$ cat src/rtl/core/vph_pkg.sv
package vph_pkg;

  // largest datagram accepted without the oversize status
  localparam int unsigned MAX_BYTES = 65536;

  // byte counter saturates at MAX_BYTES + 1
  localparam int unsigned CNT_W = $clog2(MAX_BYTES + 2);
  // lengths compared at the last byte; declared size is 18 bits
  localparam int unsigned LEN_W = (CNT_W > 18) ? CNT_W : 18;
  // byte offset just past the optional header words (28 at most)
  localparam int unsigned POS_W = 5;

  localparam int unsigned NUM_CODES = 15;

  localparam int unsigned FIFO_AW = 1;
  localparam int unsigned FIFO_DEPTH = 2 ** FIFO_AW;

  typedef enum logic [1:0] {
    ST_OK       = 2'd0,
    ST_REJECT   = 2'd1,
    ST_OVERSIZE = 2'd2
  } status_e;

  typedef enum logic [3:0] {
    FC_STATUS    = 4'd0,
    FC_TYPE      = 4'd1,
    FC_COUNT     = 4'd2,
    FC_SIZE      = 4'd3,
    FC_STREAM_ID = 4'd4,
    FC_OUI       = 4'd5,
    FC_INFO_CLS  = 4'd6,
    FC_PKT_CLS   = 4'd7,
    FC_INT_TS    = 4'd8,
    FC_FRAC_TS   = 4'd9,
    FC_TRAILER   = 4'd10,
    FC_TSI       = 4'd11,
    FC_TSF       = 4'd12,
    FC_PAY_OFS   = 4'd13,
    FC_PAY_BYTES = 4'd14
  } field_e;

  // one parsed datagram, handed from the byte side to the result side
  typedef struct packed {
    status_e            status;
    logic [31:0]        hdr;
    logic [31:0]        sid;
    logic [23:0]        oui;
    logic [31:0]        cls;
    logic [31:0]        tsi;
    logic [63:0]        frac;
    logic [31:0]        trl;
    logic [POS_W-1:0]   offset;
    logic [LEN_W-1:0]   pay;
  } rec_t;

  // packet types 1 and 3 to 7 carry a stream id
  function automatic logic has_stream(input logic [31:0] h);
    return !h[31] && (h[30:28] != 3'd0) && (h[30:28] != 3'd2);
  endfunction

  function automatic logic has_class(input logic [31:0] h);
    return h[27];
  endfunction

  function automatic logic has_trailer(input logic [31:0] h);
    return h[26];
  endfunction

  function automatic logic [1:0] tsi_of(input logic [31:0] h);
    return h[23:22];
  endfunction

  function automatic logic [1:0] tsf_of(input logic [31:0] h);
    return h[21:20];
  endfunction

endpackage

$ cat src/rtl/core/vita49_packet_header_parser.sv
// vita-49 packet header parser
//
// input channel: one datagram byte per beat (data_byte_i) with last_byte_i on
// the final byte. a beat is taken when in_valid_i is high and in_stall_o is low.
// output channel: result beats of field_code_o / field_value_o, with
// last_result_o on the final result of a datagram, taken when out_valid_o is
// high and out_stall_i is low. per datagram the status comes first, then the
// decoded header fields that are present, then payload offset and byte count;
// a rejected or oversize datagram gives a single status beat.
// throughput: one input byte per cycle and one result beat per cycle. the byte
// side captures fields as they pass and only checks lengths on the last byte;
// a two-entry queue of parsed datagrams sits between it and the result side.
// the status beat passes from the queue through the result side's record register
// and then the output register. in_stall_o rises only for a last byte while two
// parsed datagrams are still queued; other bytes are always taken.
// a stall on the output holds the result register and fills the queue; the
// byte side keeps capturing until its next last byte.
// reset: asynchronous, clears the byte counter, the queue and the output valid.
module vita49_packet_header_parser (
  input  logic        clk_i,
  input  logic        rst_ni,
  input  logic        in_valid_i,
  output logic        in_stall_o,
  input  logic [7:0]  data_byte_i,
  input  logic        last_byte_i,
  output logic        out_valid_o,
  input  logic        out_stall_i,
  output logic [3:0]  field_code_o,
  output logic [63:0] field_value_o,
  output logic        last_result_o
);
  import vph_pkg::*;

  // parsed datagram handoff between byte side and result side
  rec_t push_rec, pop_rec;
  logic push, pop;
  logic full, empty;

  // byte capture, field placement and length checks
  vph_front u_front (
    .clk_i       (clk_i),
    .rst_ni      (rst_ni),
    .in_valid_i  (in_valid_i),
    .in_stall_o  (in_stall_o),
    .data_byte_i (data_byte_i),
    .last_byte_i (last_byte_i),
    .full_i      (full),
    .push_o      (push),
    .rec_o       (push_rec)
  );

  // decouples the two sides so each can stall on its own
  vph_fifo u_fifo (
    .clk_i   (clk_i),
    .rst_ni  (rst_ni),
    .push_i  (push),
    .rec_i   (push_rec),
    .full_o  (full),
    .pop_i   (pop),
    .rec_o   (pop_rec),
    .empty_o (empty)
  );

  // walks the present fields, one result beat per cycle while out_stall_i is low
  vph_emit u_emit (
    .clk_i         (clk_i),
    .rst_ni        (rst_ni),
    .rec_i         (pop_rec),
    .empty_i       (empty),
    .pop_o         (pop),
    .out_valid_o   (out_valid_o),
    .out_stall_i   (out_stall_i),
    .field_code_o  (field_code_o),
    .field_value_o (field_value_o),
    .last_result_o (last_result_o)
  );

endmodule

$ cat src/rtl/core/vph_front.sv
module vph_front (
  input  logic          clk_i,
  input  logic          rst_ni,
  input  logic          in_valid_i,
  output logic          in_stall_o,
  input  logic [7:0]    data_byte_i,
  input  logic          last_byte_i,
  input  logic          full_i,
  output logic          push_o,
  output vph_pkg::rec_t rec_o
);
  import vph_pkg::*;

  logic [CNT_W-1:0] cnt_q, cnt_d;
  logic [31:0]      hdr_q, hdr_d;
  logic [31:0]      wsh_q, wsh_d;
  logic [31:0]      sid_q, sid_d;
  logic [23:0]      oui_q, oui_d;
  logic [31:0]      cls_q, cls_d;
  logic [31:0]      tsi_q, tsi_d;
  logic [63:0]      frac_q, frac_d;

  logic             accept;
  logic [POS_W-1:0] e_sid, e_cls, e_oui, e_tsi, e_end;
  logic [CNT_W-1:0] cnt_inc;

  logic [LEN_W-1:0] sz, off, tr, decl, end1, end2;
  logic             oversize, ok1, fail2, fail3;
  status_e          status;

  // only a last byte waits for queue room, the capture itself never blocks
  assign in_stall_o = full_i && last_byte_i;
  assign accept     = in_valid_i && !in_stall_o;

  always_comb begin
    hdr_d = (cnt_q < CNT_W'(4)) ? {hdr_q[23:0], data_byte_i} : hdr_q;
    wsh_d = {wsh_q[23:0], data_byte_i};
    cnt_inc = (cnt_q <= CNT_W'(MAX_BYTES)) ? cnt_q + CNT_W'(1) : cnt_q;

    // region boundaries of the optional words
    e_sid = POS_W'(4) + (has_stream(hdr_d) ? POS_W'(4) : POS_W'(0));
    e_cls = e_sid + (has_class(hdr_d) ? POS_W'(8) : POS_W'(0));
    e_oui = e_cls - POS_W'(4);
    e_tsi = e_cls + ((tsi_of(hdr_d) != 2'd0) ? POS_W'(4) : POS_W'(0));
    e_end = e_tsi + ((tsf_of(hdr_d) != 2'd0) ? POS_W'(8) : POS_W'(0));

    sid_d  = sid_q;
    oui_d  = oui_q;
    cls_d  = cls_q;
    tsi_d  = tsi_q;
    frac_d = frac_q;
    if (cnt_q >= CNT_W'(4) && cnt_q < CNT_W'(e_end)) begin
      if (cnt_q < CNT_W'(e_sid)) begin
        sid_d = {sid_q[23:0], data_byte_i};
      end else if (cnt_q < CNT_W'(e_oui)) begin
        oui_d = {oui_q[15:0], data_byte_i};
      end else if (cnt_q < CNT_W'(e_cls)) begin
        cls_d = {cls_q[23:0], data_byte_i};
      end else if (cnt_q < CNT_W'(e_tsi)) begin
        tsi_d = {tsi_q[23:0], data_byte_i};
      end else begin
        frac_d = {frac_q[55:0], data_byte_i};
      end
    end

    cnt_d = cnt_q;
    if (accept) begin
      cnt_d = last_byte_i ? '0 : cnt_inc;
    end
  end

  // length checks on the final byte
  always_comb begin
    sz       = LEN_W'(cnt_inc);
    off      = LEN_W'(e_end);
    tr       = has_trailer(hdr_d) ? LEN_W'(4) : LEN_W'(0);
    decl     = LEN_W'({hdr_d[15:0], 2'b00});
    oversize = cnt_inc > CNT_W'(MAX_BYTES);
    ok1      = (sz >= LEN_W'(4)) && (sz >= off + tr);
    end1     = ok1 ? sz - tr : sz;
    fail2    = decl > sz;
    end2     = (decl >= off && decl <= end1) ? decl - tr : end1;
    fail3    = end2 < off;
    if (oversize) begin
      status = ST_OVERSIZE;
    end else if (!ok1 || fail2 || fail3) begin
      status = ST_REJECT;
    end else begin
      status = ST_OK;
    end
  end

  assign push_o        = accept && last_byte_i;
  assign rec_o.status  = status;
  assign rec_o.hdr     = hdr_d;
  assign rec_o.sid     = sid_d;
  assign rec_o.oui     = oui_d;
  assign rec_o.cls     = cls_d;
  assign rec_o.tsi     = tsi_d;
  assign rec_o.frac    = frac_d;
  assign rec_o.trl     = wsh_d;
  assign rec_o.offset  = e_end;
  assign rec_o.pay     = end2 - off;

  always_ff @(posedge clk_i or negedge rst_ni) begin
    if (!rst_ni) begin
      cnt_q <= '0;
      hdr_q <= '0;
    end else begin
      cnt_q <= cnt_d;
      if (accept) begin
        hdr_q <= hdr_d;
      end
    end
  end

  always_ff @(posedge clk_i) begin
    if (accept) begin
      wsh_q  <= wsh_d;
      sid_q  <= sid_d;
      oui_q  <= oui_d;
      cls_q  <= cls_d;
      tsi_q  <= tsi_d;
      frac_q <= frac_d;
    end
  end

endmodule

$ cat src/rtl/core/vph_fifo.sv
module vph_fifo (
  input  logic          clk_i,
  input  logic          rst_ni,
  input  logic          push_i,
  input  vph_pkg::rec_t rec_i,
  output logic          full_o,
  input  logic          pop_i,
  output vph_pkg::rec_t rec_o,
  output logic          empty_o
);
  import vph_pkg::*;

  rec_t               mem_q [FIFO_DEPTH];
  logic [FIFO_AW-1:0] wr_q, rd_q;
  logic [FIFO_AW:0]   cnt_q;

  assign full_o  = cnt_q == (FIFO_AW + 1)'(FIFO_DEPTH);
  assign empty_o = cnt_q == '0;
  assign rec_o   = mem_q[rd_q];

  always_ff @(posedge clk_i or negedge rst_ni) begin
    if (!rst_ni) begin
      wr_q  <= '0;
      rd_q  <= '0;
      cnt_q <= '0;
    end else begin
      if (push_i) begin
        wr_q <= wr_q + FIFO_AW'(1);
      end
      if (pop_i) begin
        rd_q <= rd_q + FIFO_AW'(1);
      end
      if (push_i && !pop_i) begin
        cnt_q <= cnt_q + (FIFO_AW + 1)'(1);
      end else if (pop_i && !push_i) begin
        cnt_q <= cnt_q - (FIFO_AW + 1)'(1);
      end
    end
  end

  always_ff @(posedge clk_i) begin
    if (push_i) begin
      mem_q[wr_q] <= rec_i;
    end
  end

  a_no_overflow: assert property (@(posedge clk_i) disable iff (!rst_ni)
    push_i |-> !full_o)
    else $error("push into full queue");

  a_no_underflow: assert property (@(posedge clk_i) disable iff (!rst_ni)
    pop_i |-> !empty_o)
    else $error("pop from empty queue");

endmodule

$ cat src/rtl/core/vph_emit.sv
module vph_emit (
  input  logic          clk_i,
  input  logic          rst_ni,
  input  vph_pkg::rec_t rec_i,
  input  logic          empty_i,
  output logic          pop_o,
  output logic          out_valid_o,
  input  logic          out_stall_i,
  output logic [3:0]    field_code_o,
  output logic [63:0]   field_value_o,
  output logic          last_result_o
);
  import vph_pkg::*;

  rec_t                 rec_q, rec_d;
  logic [NUM_CODES-1:0] mask_q, mask_d, rest;
  field_e               code_q, code_d, cur;
  logic [63:0]          value_q, value_d;
  logic                 last_q, last_d;
  logic                 valid_q, valid_d;
  logic                 adv, emit;

  // which result items a datagram produces
  function automatic logic [NUM_CODES-1:0] present(input rec_t r);
    logic [NUM_CODES-1:0] m;
    m = '0;
    m[FC_STATUS] = 1'b1;
    if (r.status == ST_OK) begin
      m[FC_TYPE]      = 1'b1;
      m[FC_COUNT]     = 1'b1;
      m[FC_SIZE]      = 1'b1;
      m[FC_STREAM_ID] = has_stream(r.hdr);
      m[FC_OUI]       = has_class(r.hdr);
      m[FC_INFO_CLS]  = has_class(r.hdr);
      m[FC_PKT_CLS]   = has_class(r.hdr);
      m[FC_INT_TS]    = tsi_of(r.hdr) != 2'd0;
      m[FC_FRAC_TS]   = tsf_of(r.hdr) != 2'd0;
      m[FC_TRAILER]   = has_trailer(r.hdr);
      m[FC_TSI]       = 1'b1;
      m[FC_TSF]       = 1'b1;
      m[FC_PAY_OFS]   = 1'b1;
      m[FC_PAY_BYTES] = 1'b1;
    end
    return m;
  endfunction

  // lowest pending code goes out next
  always_comb begin
    cur = FC_STATUS;
    for (int k = NUM_CODES - 1; k >= 0; k--) begin
      if (mask_q[k]) begin
        cur = field_e'(k);
      end
    end
  end

  assign rest  = mask_q & (mask_q - NUM_CODES'(1));
  assign adv   = !valid_q || !out_stall_i;
  assign emit  = adv && (mask_q != '0);
  assign pop_o = adv && ((mask_q == '0) || (rest == '0)) && !empty_i;

  always_comb begin
    unique case (cur)
      FC_STATUS:    value_d = 64'(rec_q.status);
      FC_TYPE:      value_d = 64'(rec_q.hdr[31:28]);
      FC_COUNT:     value_d = 64'(rec_q.hdr[19:16]);
      FC_SIZE:      value_d = 64'(rec_q.hdr[15:0]);
      FC_STREAM_ID: value_d = 64'(rec_q.sid);
      FC_OUI:       value_d = 64'(rec_q.oui);
      FC_INFO_CLS:  value_d = 64'(rec_q.cls[31:16]);
      FC_PKT_CLS:   value_d = 64'(rec_q.cls[15:0]);
      FC_INT_TS:    value_d = 64'(rec_q.tsi);
      FC_FRAC_TS:   value_d = rec_q.frac;
      FC_TRAILER:   value_d = 64'(rec_q.trl);
      FC_TSI:       value_d = 64'(tsi_of(rec_q.hdr));
      FC_TSF:       value_d = 64'(tsf_of(rec_q.hdr));
      FC_PAY_OFS:   value_d = 64'(rec_q.offset);
      FC_PAY_BYTES: value_d = 64'(rec_q.pay);
      default:      value_d = '0;
    endcase
  end

  always_comb begin
    mask_d  = mask_q;
    rec_d   = rec_q;
    valid_d = valid_q;
    code_d  = code_q;
    last_d  = last_q;
    if (emit) begin
      mask_d = rest;
      code_d = cur;
      last_d = rest == '0;
    end
    if (pop_o) begin
      mask_d = present(rec_i);
      rec_d  = rec_i;
    end
    if (adv) begin
      valid_d = emit;
    end
  end

  always_ff @(posedge clk_i or negedge rst_ni) begin
    if (!rst_ni) begin
      mask_q  <= '0;
      valid_q <= 1'b0;
    end else begin
      mask_q  <= mask_d;
      valid_q <= valid_d;
    end
  end

  always_ff @(posedge clk_i) begin
    rec_q <= rec_d;
    if (emit) begin
      value_q <= value_d;
    end
    code_q <= code_d;
    last_q <= last_d;
  end

  assign out_valid_o   = valid_q;
  assign field_code_o  = code_q;
  assign field_value_o = value_q;
  assign last_result_o = last_q;

  a_status_first: assert property (@(posedge clk_i) disable iff (!rst_ni)
    (valid_q && !out_stall_i && last_q) |=> (!valid_q || code_q == FC_STATUS))
    else $error("datagram results do not open with status");

  a_fail_alone: assert property (@(posedge clk_i) disable iff (!rst_ni)
    (valid_q && code_q == FC_STATUS && value_q != 64'(ST_OK)) |-> last_q)
    else $error("failure status followed by more results");

endmodule
$ cat config.mk
export PLATFORM = sky130hd
export DESIGN_NAME = vita49_packet_header_parser
export DESIGN_NICKNAME = d
export VERILOG_FILES = /design/src/rtl/core/vph_pkg.sv /design/src/rtl/core/vita49_packet_header_parser.sv /design/src/rtl/core/vph_front.sv /design/src/rtl/core/vph_fifo.sv /design/src/rtl/core/vph_emit.sv
export SDC_FILE = /design/constraint.sdc
export NUM_CORES = 1
export LEC_CHECK = 0
export ABC_AREA = 1
export CAP_MARGIN = 20
export CORE_MARGIN = 5
export CORE_UTILIZATION = 50
export CTS_BUF_LIST = sky130_fd_sc_hd__clkbuf_8
export DETAILED_ROUTE_END_ITERATION = 6
export DONT_BUFFER_PORTS = 1
export PLACE_DENSITY = 0.68
export SKIP_LAST_GASP = 1
export SYNTH_ARGS = -nofsm -noshare
export SYNTH_HDL_FRONTEND = slang
export SYNTH_SLANG_ARGS = --single-unit
$ cat constraint.sdc
create_clock -name clk_i -period 14.92 [get_ports clk_i]
set_input_delay 0 -clock clk_i [delete_from_list [all_inputs] [get_ports clk_i]]
set_output_delay 0 -clock clk_i [all_outputs]
set_load 0.05 [all_outputs]
Word level (Yosys, flattened, before mapping)
Memories as Yosys holds them, arrays and structs flattened.
Index checks and enable logic that the tools add are counted.
{"block": "word_totals", "mem_count": 1, "ff_bits": 619, "wordCells": 171, "in_bits": 13, "ramBits": 546, "out_inout_bits": 71}
{"block": "classes", "magnitude_cmp": 15, "muxes": 54, "n_eq_ne": 17, "addsub": 15, "bitwise": 1, "n_reduce_logical": 42}
{"name": "u_fifo.mem_q", "depth": 2, "word_bits": 273, "read_ports": 1, "rd_ports_with_merged_regs": 0, "write_ports": 1, "line": "vph_fifo.sv:13", "source": "rec_t mem_q [FIFO_DEPTH];"}
{"operator": "one-hot mux 64 bit (15 select lines)", "n": 1}
{"operator": "two-way mux 32 bit", "n": 12}
{"operator": "two-way mux 64 bit", "n": 5}
{"operator": "less-than comparator 17 x 5 -> 1 bit", "n": 5}
{"operator": "two-way mux 24 bit", "n": 3}
{"operator": "two-way mux 4 bit", "n": 17}
{"operator": "two-way mux 18 bit", "n": 2}
{"operator": ">= comparator 17 x 3 -> 1 bit (second input constant)", "n": 2}
{"operator": "two-way mux 17 bit", "n": 2}
{"operator": "zero test 15 bit", "n": 2}
{"operator": "two-way mux 15 bit", "n": 2}
{"operator": "equality test 4 bit (second input constant)", "n": 7}
{"operator": "adder 5 x 18 -> 18 bit", "n": 1}
{"operator": ">= comparator 17 x 18 -> 1 bit", "n": 1}
{"operator": ">= comparator 18 x 5 -> 1 bit", "n": 1}
{"operator": "> comparator 18 x 17 -> 1 bit", "n": 1}
{"operator": "less-or-equal comparator 18 bit", "n": 1}
{"operator": "less-than comparator 18 x 5 -> 1 bit", "n": 1}
{"operator": "subtractor 17 x 18 -> 18 bit", "n": 1}
{"operator": "subtractor 18 bit", "n": 1}
{"operator": "subtractor 18 x 5 -> 18 bit", "n": 1}
{"operator": "adder 17 x 1 -> 17 bit (second input constant)", "n": 1}
{"operator": "> comparator 17 bit (second input constant)", "n": 1}
{"operator": "less-or-equal comparator 17 bit (second input constant)", "n": 1}
{"operator": "other kinds (26)", "n": 72}

Logic depth before layout (Yosys ltp)
{"block": "logic_depth", "depth_word": 21, "depth_mapped": 51, "depth_no_buf": 49}

Hierarchy
Synthesis repeated with hierarchy kept, for this count alone.
{"block": "unflattened", "hier_cells": 3577, "area_unflattened_um2": 48496.5}
{"mod": "vph_fifo", "cells_per_inst": 874, "area_each_um2": 20007.9, "instances": 1}
{"mod": "vph_front", "cells_per_inst": 1679, "area_each_um2": 14855.5, "instances": 1}
{"mod": "vph_emit", "cells_per_inst": 1024, "area_each_um2": 13633.1, "instances": 1}

Worst setup path before layout
OpenSTA, ideal clock, no wires.
{"block": "synth_path", "path_kind": "flip-flop to flip-flop", "start": "reg u_emit.mask_q[5]", "end": "reg u_emit.mask_q[7]", "required_ps": 14842, "n_path_buf": 0, "stages_incl_launch_ff": 14, "setup_slack_ps": 400, "setup_ps": 78, "arrival_ps": 14442, "path_cell_list": "dfrtp_1 -> nor2_1 -> nand2_1 -> nor2_1 -> nand2_1 -> o21ai_0 -> nand4_1 -> nor4_1 -> nand2_1 -> nor3_2 -> nand2_1 -> a21oi_1 -> nor3_1 -> a21oi_1"}
{"block": "synth_via", "elab_chain_cells": 7}
{"item": "start: declaration", "line": "vph_emit.sv:16", "source": "logic [NUM_CODES-1:0] mask_q, mask_d, rest;"}
{"item": "start signal: assignment", "line": "vph_emit.sv:108", "source": "mask_q <= mask_d;"}
{"item": "subtractor 15 x 1 -> 15 bit", "line": "vph_emit.sv:57", "source": "assign rest = mask_q & (mask_q - NUM_CODES'(1));"}
{"item": "bitwise AND 15 bit", "line": "vph_emit.sv:57"}
{"item": "zero test 15 bit", "line": "vph_emit.sv:60", "source": "assign pop_o = adv && ((mask_q == '0) || (rest == '0)) && !empty_i;"}
{"item": "logical OR 1 bit (*)", "line": "vph_emit.sv:60"}
{"item": "logical AND 1 bit (*) (2 in a row)", "line": "vph_emit.sv:60"}
{"item": "net pop", "line": "vita49_packet_header_parser.sv:36", "source": "logic push, pop;"}
{"item": "two-way mux 15 bit / nonzero test 2 bit (equally long branches)"}
The timed path passes the listed nets; every way through them passes the cells marked *. The select of a mux whose other input is x is not followed.
A chain may end at the register's enable or synchronous reset.

==> results.txt <==
H-tree Lvls = 4
Status = completed
Drt first-iter violations = 2854
Setup TNS = 0 ps
Die Y = 317 microns
Slew HR = 31.5%
Buffers inserted by post-CTS timing repair = 0
Worst-margin pin slew = 1030 ps
F_max = 0.104 GHz
Finished Cell Area = 52100 sq um
RSZ-0062 raised after global routing = no
DRC = 0
Post-synthesis cell count = 3939
DRT antenna net count = 0
Clock Latency Late Sink = 830 ps
Dpl hpwl = 65.5 mm
Worst-path clk slew = 60 ps
Cell Area, Synth = 47200 sq um
Core ar. = 93500 sq um
Initial Util = 50.5%
Syn. warnings = 0
CTS Sinks = 1149
Static leakage = 20.3 nW
Clock Tree Root = clkbuf_8
Area Overhead vs Synth = 10.4%
R2r setup slk = 5340 ps
Hold Fails Final Rpt = 0
Via count = 28.8k
Fin crit period = 9580 ps
First-pass GRT wire length = 165 mm
WS Path Type = reg2reg
CP peak stage delay = 890 ps
CP Capture Type = flip-flop
Die ar. = 101000 sq um
Max-Cap Viols = 0
Row count = 112
Post-synthesis sequential area ratio = 72.3%
FILL cells = 7667
Netlist cell types = 60
Part of the cycle the worst path needs = 64.2%
Total I/O pin count = 84
Critical path's top delay family = simple AND/OR/NAND/NOR gates
Post-Route WL = 108 mm
Initial antenna violation count = 5
#FFs+latches synth = 1149
Highest-delay cell along the critical path = dfrtp_1
Syn Nets = 4011
Commonest non-fill, non-tap cell in the layout = nand2_1
Vias in the first global route = 28.0k
Layout cells sized above 1 = 10.7%
Final worst slack = 5340 ps
Arrival time of the worst setup path = 10140 ps
Bufs on Longest Clock Path = 3
CTS tree = done
Dpl ws = 5480 ps
Total GRT Usage = 21.5%
CP required = 15480 ps
Crit path max fanout = 62
Placed cell areas = 48600 sq um
Final Setup Violations = 0
Total iterations of the first detailed-routing run = 6
Worst ir drop on vdd = 0.161 mV
DR vias/cell = 5.30
Most frequent cells in the layout = nand2_1 (1313), edfxtp_1 (1082), inv_1 (309)
Pwr dens = 191 nW/um^2
Pin count of the biggest net entering global routing = 162
Worst Skew = 41.0 ps
CP Launch Type = flip-flop
Max-slew violations = 0
Global route total overflow = 0
Syn_area_per_cell = 12.0 sq um
WL per Instance = 19.8 microns
Die width = 317 microns
Worst Hold Class = in2reg
Routability Congestion = 0.884
CTS Buf Count = 177
IO buf count = 0
Nets = 4117
CP bufs+invs = 5
worst paths after layout:
check,cells past startpoint,start,endpoint
setup / recovery,45,u_front.cnt_q[16],u_fifo.mem_q[0][11]
hold / removal,1,data_byte_i[6],u_fifo.mem_q[1][29]
setup reg to reg,45,u_front.cnt_q[16],u_fifo.mem_q[0][11]
hold reg to reg,0,u_front.wsh_q[21],u_fifo.mem_q[1][52]
max in group asynchronous,4,rst_ni,u_fifo.rd_q
min in group asynchronous,4,rst_ni,u_front.hdr_q[10]
worst register-to-register path: cells and delay by family (launching register included):
family / cells / cell delay, ps
AOI/OAI and AO/OA: 6 / 1290
xor gates and xnor gates: 1 / 170
adders and majority gates: 7 / 2290
buffers and inverters: 5 / 710
DFF: 1 / 890
and+or+nand+nor: 26 / 3950
cell type report:
| type | count | area [sq um] | share of cell area [%] |
|---|---|---|---|
| Sequential cell | 1149 | 34200 | 65.6 |
| Multi-Input combinational cell | 2386 | 11400 | 21.9 |
| Tap cell | 1254 | 1570 | 3.01 |
| Clock inverter | 139 | 786 | 1.51 |
| Clock buffer | 183 | 2520 | 4.83 |
| Timing Repair Buffer | 73 | 653 | 1.25 |
| Antenna cell | 2 | 5.00 | 0.00960 |
| Inverter | 258 | 988 | 1.90 |
layer usage:
metal	vias up	share of wire [%]	global-route usage, %
li1	13800	-	-
met1	13900	44	31.0
met2	1002	47	34.1
met3	160	6.8	3.78
met4	4	2.1	6.07
met5	-	0.019	0
report_power, final:
group	leakage (nW)	internal [mW]	switching (mW)
clock	1.93	1.26	1.19
combinational	7.47	0.845	1.97
sequential	10.9	4.40	0.274
what timing repair did:
action,in CTS,in global routing
hold buffers,18,0
setup endpoints to repair,0,0
gates resized for setup,0,0
hold endpoints to repair,418,0
metrics by stage:
stage | cells | total power [mW] | utilization [%] | hold slack, ps
final | 5444 | 9.94 | 55.8 | 81.6
after global routing | 5443 | 10.5 | 55.8 | 22.3
after CTS | 5442 | 9.97 | 55.8 | 11.4
after detailed placement | 5102 | 7.51 | 52.0 | -292
after global placement | 5102 | 7.43 | 52.0 | -291
after floorplan | 3939 | 6.77 | - | -296
cell usage after synthesis (all sizes together):
| cell | n | area share (%) |
|---|---|---|
| a22oi | 31 | 0.49 |
| nand4 | 44 | 0.61 |
| a221oi | 12 | 0.22 |
| nor3 | 74 | 0.82 |
| a21boi | 1 | 0.016 |
| a32oi | 2 | 0.037 |
| o211ai | 1 | 0.016 |
| edfxtp | 1082 | 69 |
| and2 | 1 | 0.013 |
| clkbuf | 97 | 0.77 |
| nand3b | 7 | 0.12 |
| inv | 254 | 2.0 |
| o2111ai | 1 | 0.019 |
| nor4 | 4 | 0.053 |
| o221ai | 1 | 0.019 |
| a31oi | 4 | 0.053 |
| a211oi | 5 | 0.079 |
| dfrtp | 67 | 3.6 |
| or2 | 9 | 0.12 |
| nand3 | 130 | 1.5 |
| o21ai | 140 | 1.6 |
| buf | 49 | 0.74 |
| o22ai | 22 | 0.29 |
| o21bai | 2 | 0.032 |
| mux2 | 24 | 0.57 |
| nor2 | 337 | 2.9 |
| a21oi | 86 | 1.2 |
| nor4b | 1 | 0.019 |
| or3b | 1 | 0.019 |
| ha | 57 | 1.5 |
| clkinv | 4 | 0.032 |
| a211o | 1 | 0.019 |
| nand2 | 1355 | 11 |
| o21a | 1 | 0.016 |
| xnor2 | 10 | 0.19 |
| xor2 | 16 | 0.30 |
| fa | 2 | 0.085 |
| a22o | 4 | 0.074 |
sequential cells by signal (all words and copies together) (netlist names), 30 cells and up:
signal / count
u_front.frac_q: 64
u_front.hdr_q: 30
u_front.sid_q: 32
u_front.cls_q: 32
u_front.tsi_q: 32
u_emit.field_value_o: 64
u_emit.rec_q: 267
u_fifo.mem_q: 538
logic make-up after synthesis:
| group | synth area share (%) |
|---|---|
| AOI/OAI and AO/OA | 4.11 |
| xor gates and xnor gates | 0.482 |
| adders and majority gates | 1.59 |
| buffers and inverters | 3.57 |
| DFF | 72.3 |
| muxes | 0.572 |
| and+or+nand+nor | 17.3 |
Note: power is estimated with default switching activity, not from simulation.
